==> src/rtl/absub_pkg.sv <==
// Shared types and constants of the averaging background subtractor.
// No dependencies; every other file in rtl/ imports this package.
package absub_pkg;

   localparam int PIX_AW    = 16;             // pixel address width
   localparam int PIXELS    = 1 << PIX_AW;    // entries per store
   localparam int CHANS     = 3;
   localparam int PIX_W     = 8;
   localparam int SUM_W     = 16;
   localparam int CNT_W     = 8;
   localparam int SCALE_W   = 4;
   localparam int PROD_W    = PIX_W + SCALE_W;
   localparam int LANES     = 2 * CHANS;      // channel sums, then difference sums
   localparam int DIV_STEPS = 2;              // quotient bits per divider stage

   localparam int CSR_AW = 2;
   localparam int CSR_DW = 8;
   localparam logic [CSR_AW-1:0] CSR_ACCUM_COUNT = 2'd0;
   localparam logic [CSR_AW-1:0] CSR_HIGH_SCALE  = 2'd1;
   localparam logic [CSR_AW-1:0] CSR_LOW_SCALE   = 2'd2;

   localparam logic [CNT_W-1:0]   ACCUM_COUNT_RST = 8'd27;
   localparam logic [SCALE_W-1:0] HIGH_SCALE_RST  = 4'd7;
   localparam logic [SCALE_W-1:0] LOW_SCALE_RST   = 4'd6;

   typedef enum logic [1:0] {
      KIND_SET_PREV = 2'd0,
      KIND_ACCUM    = 2'd1,
      KIND_BUILD    = 2'd2,
      KIND_DETECT   = 2'd3
   } kind_type;

   typedef struct packed {
      kind_type            kind;
      logic [PIX_AW-1:0]   pixel_index;
      logic [PIX_W-1:0]    chan0;
      logic [PIX_W-1:0]    chan1;
      logic [PIX_W-1:0]    chan2;
   } req_type;

   typedef struct packed {
      logic foreground;
      logic mask_valid;
   } rsp_type;

   typedef logic [CHANS-1:0][PIX_W-1:0] pix3_type;

   typedef struct packed {
      logic [CHANS-1:0][SUM_W-1:0] csum;
      logic [CHANS-1:0][SUM_W-1:0] dsum;
      pix3_type                    prev;
   } hist_type;

   typedef struct packed {
      pix3_type lo;
      pix3_type hi;
   } bnd_type;

   typedef struct packed {
      logic [SUM_W-1:0] rem;
      logic [PIX_W-1:0] quo;
      logic             sat;
   } div_type;

   typedef struct packed {
      logic              valid;
      kind_type          kind;
      logic [PIX_AW-1:0] index;
      pix3_type          pix;
   } item_type;

   typedef struct packed {
      item_type                 item;
      div_type [LANES-1:0]      lane;
   } pipe_type;

   typedef struct packed {
      logic              active;
      logic [PIX_AW-1:0] addr;
   } clr_type;

   typedef struct packed {
      logic    ld_p1;
      logic    ld_p2;
      clr_type clr;
   } hist_ctl_type;

   typedef struct packed {
      logic    ld_p7;
      logic    ld_p8;
      logic    ld_p9;
      clr_type clr;
   } bnd_ctl_type;

   typedef struct packed {
      logic p7_valid;
      logic p8_valid;
   } bnd_sts_type;

endpackage

==> src/rtl/absub_div.sv <==
// One divider stage: two restoring quotient steps on all six lanes.
// Depends on absub_pkg.
module absub_div
   import absub_pkg::*;
(
   input  logic             clock,
   input  logic             reset,
   input  logic             ld,
   input  logic [CNT_W-1:0] accum_count,
   input  pipe_type         up_stage,
   output pipe_type         down_stage
);

   pipe_type stage_ff, stage_in;

   // Remainder stays below div*256; doubling it and comparing with div*256
   // yields the next quotient bit, MSB first.
   function automatic div_type div_step(div_type l, logic [CNT_W-1:0] d);
      logic [SUM_W:0] twice;
      logic [SUM_W:0] dsh;
      logic [SUM_W:0] diffv;
      logic           take;
      div_type        r;
      twice = {l.rem, 1'b0};
      dsh   = {1'b0, d, {PIX_W{1'b0}}};
      diffv = twice - dsh;
      take  = (d != '0) && (twice >= dsh);
      r     = l;
      r.rem = take ? diffv[SUM_W-1:0] : twice[SUM_W-1:0];
      r.quo = {l.quo[PIX_W-2:0], take};
      return r;
   endfunction

   always_comb begin
      stage_in = up_stage;
      for (int l = 0; l < LANES; l++) begin
         for (int s = 0; s < DIV_STEPS; s++) begin
            stage_in.lane[l] = div_step(stage_in.lane[l], accum_count);
         end
      end
   end

   always_ff @(posedge clock) begin
      if (ld) begin
         stage_ff <= stage_in;
      end
      if (reset) begin
         stage_ff.item.valid <= 1'b0;
      end
   end

   assign down_stage = stage_ff;

endmodule

==> config.mk <==
export PLATFORM = sky130hd
export DESIGN_NAME = absub_div
export DESIGN_NICKNAME = d
export VERILOG_FILES = /design/src/rtl/absub_pkg.sv /design/src/rtl/absub_div.sv
export SDC_FILE = /design/constraint.sdc
export NUM_CORES = 1
export LEC_CHECK = 0
export BUFFER_PORTS_ARGS = -buffer_cell sky130_fd_sc_hd__buf_4
export CORE_MARGIN = 2
export CORE_UTILIZATION = 30
export DETAILED_ROUTE_END_ITERATION = 10
export PLACE_DENSITY = 0.61
export SETUP_SLACK_MARGIN = 0.5
export SLEW_MARGIN = 0
export SYNTH_ARGS = -nofsm -noshare
export SYNTH_HDL_FRONTEND = slang
export SYNTH_SLANG_ARGS = --single-unit
==> constraint.sdc <==
create_clock -name clock -period 4.8 [get_ports clock]
set_input_delay 0.24 -clock clock [delete_from_list [all_inputs] [get_ports clock]]
set_output_delay 0.24 -clock clock [all_outputs]
set_load 0.02 [all_outputs]
==> flow_summary.ini <==
[run_status]
outcome = finished clean

[placed_design]
portBuffers = 372
place_congestion = 0.857
dpl.hpwl_mm = 26.5

[layout]
finalNetCount = 1761
multi_input_area_mm2 = 0.00527
fillers = 3337
seq_area_mm2 = 0.00543
area_growth_syn_to_layout_pct = 51.0
drive_gt1_frac = 0.364
largest_register_ff_count = 181

[synth]
synth_top_area_frac = 0.495
synthCells = 899
synth_top_cell_by_area = edfxtp_1
synth_flop_cell = edfxtp_1
yosysUniqueCellTypes = 68
seq_area_frac_synth = 0.497
synth_warnings = 0
synth_seq_cells = 181
synth_area_leaders = edfxtp_1 50%, ha_1 11%, mux2_2 4.8%, xnor2_1 3.2%, a21oi_1 2.3%
netlist_area_mm2 = 0.0109
async_reset_ff_frac = 0
avgSynthCellArea_um2 = 12.1
synth_edf_count = 180

[critical_path]
worstPathRequired_ns = 5.01
r2r_slack_ns = 4.20
cp-end-kind = register
worstPathArrival_ns = 4.33
r2r_cells = 2
critPathKind = in -> reg
critical_path.max_fanout = 10
critPathLaunchType = input pin
reg2reg_to = down_stage[192]$_SDFFE_PP0P_
r2r_start = down_stage[192]$_SDFFE_PP0P_

[timing]
setup_viol = 0
tightest_slew_ns = 0.934
rsz0062_at_grt = false
final-max-slew-violation-count = 0
fmax_mhz = 243
finalCritPeriodShare = 0.858
timing_hold_violations_final = 0
fin_crit_ns = 4.12
tns_ns = 0
fin_skew_ns = 0
slew_headroom = 0.377

[routing]
routed_wl_mm = 34.7
num_vias = 9183
ant_nets = 0
route.detailed.wl_per_inst_um = 18.0
firstDrtPassIters = 4
drc = 0
viasPerCell = 4.77
drt_iter0_drc = 392

[die]
die_x_um = 195
placeableCoreArea_mm2 = 0.0357
die_h_um = 195
start_util = 0.306
dieArea_mm2 = 0.0379
row_count = 69
io-pin-count = 397

[worst_hold_path]
hold_path_end = down_stage[192]$_SDFFE_PP0P_
hold_path_class = in -> reg
hp-start = up_stage[192]
whs_path_depth = 3

[job]
drv_cap = 0

[power_and_ir_drop]
finalPower_mw = 5.84
power_density_mw_per_mm2 = 354
ir_drop_mv = 0.254
p_leak_nw = 7.03

[clocking]
cts_buffer_depth = 2
clock_latency_ns = 0.45
cts_tree = built
root_buffer = clkbuf_16
cts_num_sinks = 181
htree_levels = 4
numCtsBuffers = 17
clk_pin_slew_ns = 0.08

[global_routing]
antenna_found_initial = 3
grt_max_degree = 114
grt_first_pass_wirelength_mm = 52.3
grt.overflow.total = 0
grt_pass1_vias = 9453
grt_use_total = 0.181
==> stage by stage <==
| stage | setup slack [ns] | std cells | utilization | hold slack (ns) | area [um^2] |
|---|---|---|---|---|---|
| floorplan | 0.460 | 910 | - | 0.312 | 11000 |
| global placement | 0.159 | 1755 | 0.404 | 0.397 | 14400 |
| detailed placement | 0.0176 | 1755 | 0.404 | 0.404 | 14400 |
| CTS | 0.506 | 1908 | 0.454 | 0.0161 | 16200 |
| global route | 0.499 | 1926 | 0.461 | 0.0340 | 16500 |
| finish | 0.683 | 1926 | 0.461 | 0.0408 | 16500 |
==> kinds of logic (layout without fill, tap and decap cells) <==
logic type	count (synthesis)	in the layout	share of synthesized area
adder cells (fa/ha/maj)	108	108	0.132
flip-flops	181	181	0.497
multiplexers	67	67	0.0696
buffers and inverters	77	628	0.0329
other	1	15	0.000343
XOR/XNOR	50	50	0.0401
AO/OA/AOI/OAI	210	211	0.134
AND/OR/NAND/NOR	205	205	0.0942
==> Yosys cell counts (all sizes together), types with 17 or more instances <==
master,number
o21a,21
nor2,55
nand4,17
xnor2,40
edfxtp,180
inv,60
o21ai,47
a21o,21
nand2,57
mux2,53
ha,96
a21oi,52
==> worst max-delay path, cell delays in order <==
cell	delay, ns
buf_4	0.11
clkinvlp_4	0.22
ha_1	0.42
a21o_1	0.18
a211oi_1	0.38
o211ai_1	0.18
and2_4	0.23
mux2_2	0.31
ha_1	0.35
o21a_1	0.20
o31a_1	0.13
o31a_1	0.26
o21ai_0	0.25
a21boi_0	0.22
o21ai_4	0.20
buf_4	0.16
mux2_4	0.29
==> layer usage <==
layer  track usage  vias to the layer above  wire length, um
li1              -                     4500                -
met1         0.195                     4374            13500
met2         0.349                      274            18800
met3        0.0354                       35             1700
met4        0.0630                        0              699
met5             0                        -                0
==> report_power, final <==
group          switching, mW  internal, mW
logic                   1.18          1.12
registers             0.0743          2.04
clock network          0.686         0.741
total                   1.94          3.90
==> layout make-up <==
type                       count  share of cell area
antenna                        3            0.000455
multi-input combinational    653               0.319
clock inverter                15              0.0101
clock buffer                  17              0.0258
tap                          461              0.0350
inverter                      60              0.0146
timing repair buffer         536               0.266
sequential                   181               0.329
==> worst max path at each step <==
stage	start	endpoint
after detailed placement	accum_count[6]	down_stage[123]$_DFFE_PP_
after floorplan	accum_count[1]	down_stage[43]$_DFFE_PP_
after CTS	accum_count[6]	down_stage[123]$_DFFE_PP_
final	accum_count[6]	down_stage[118]$_DFFE_PP_
after global routing	up_stage[12]	down_stage[22]$_DFFE_PP_
after global placement	accum_count[4]	down_stage[44]$_DFFE_PP_
==> repair_timing <==
action | CTS | global route
hold buffers | 121 | 0
hold endpoints to repair | 121 | 0
resized for setup | 0 | 21
setup buffers | 0 | 14
endpoints found under the setup margin | 0 | 45
==> cell usage in the layout (no fill, tap or decap), types with 6 or more instances in the layout <==
cell type	n
clkinvlp_4	6
o21bai_1	8
fa_1	12
a21oi_1	49
conb_1	12
nand2_1	56
buf_4	410
nand4_1	17
ha_1	95
o21ai_0	38
nor2b_1	15
nor3_1	13
a31oi_1	7
o31a_1	6
xnor2_1	40
o21a_1	21
o21ai_1	6
mux2i_1	12
edfxtp_1	180
dlygate4sd3_1	121
clkbuf_16	17
a21o_1	21
xor2_1	10
inv_1	56
a21boi_0	6
mux2_2	47
mux2_4	6
nand3_1	9
o211ai_1	6
nor2_1	55
or3_1	6
Power figures use the tool's default switching activity.
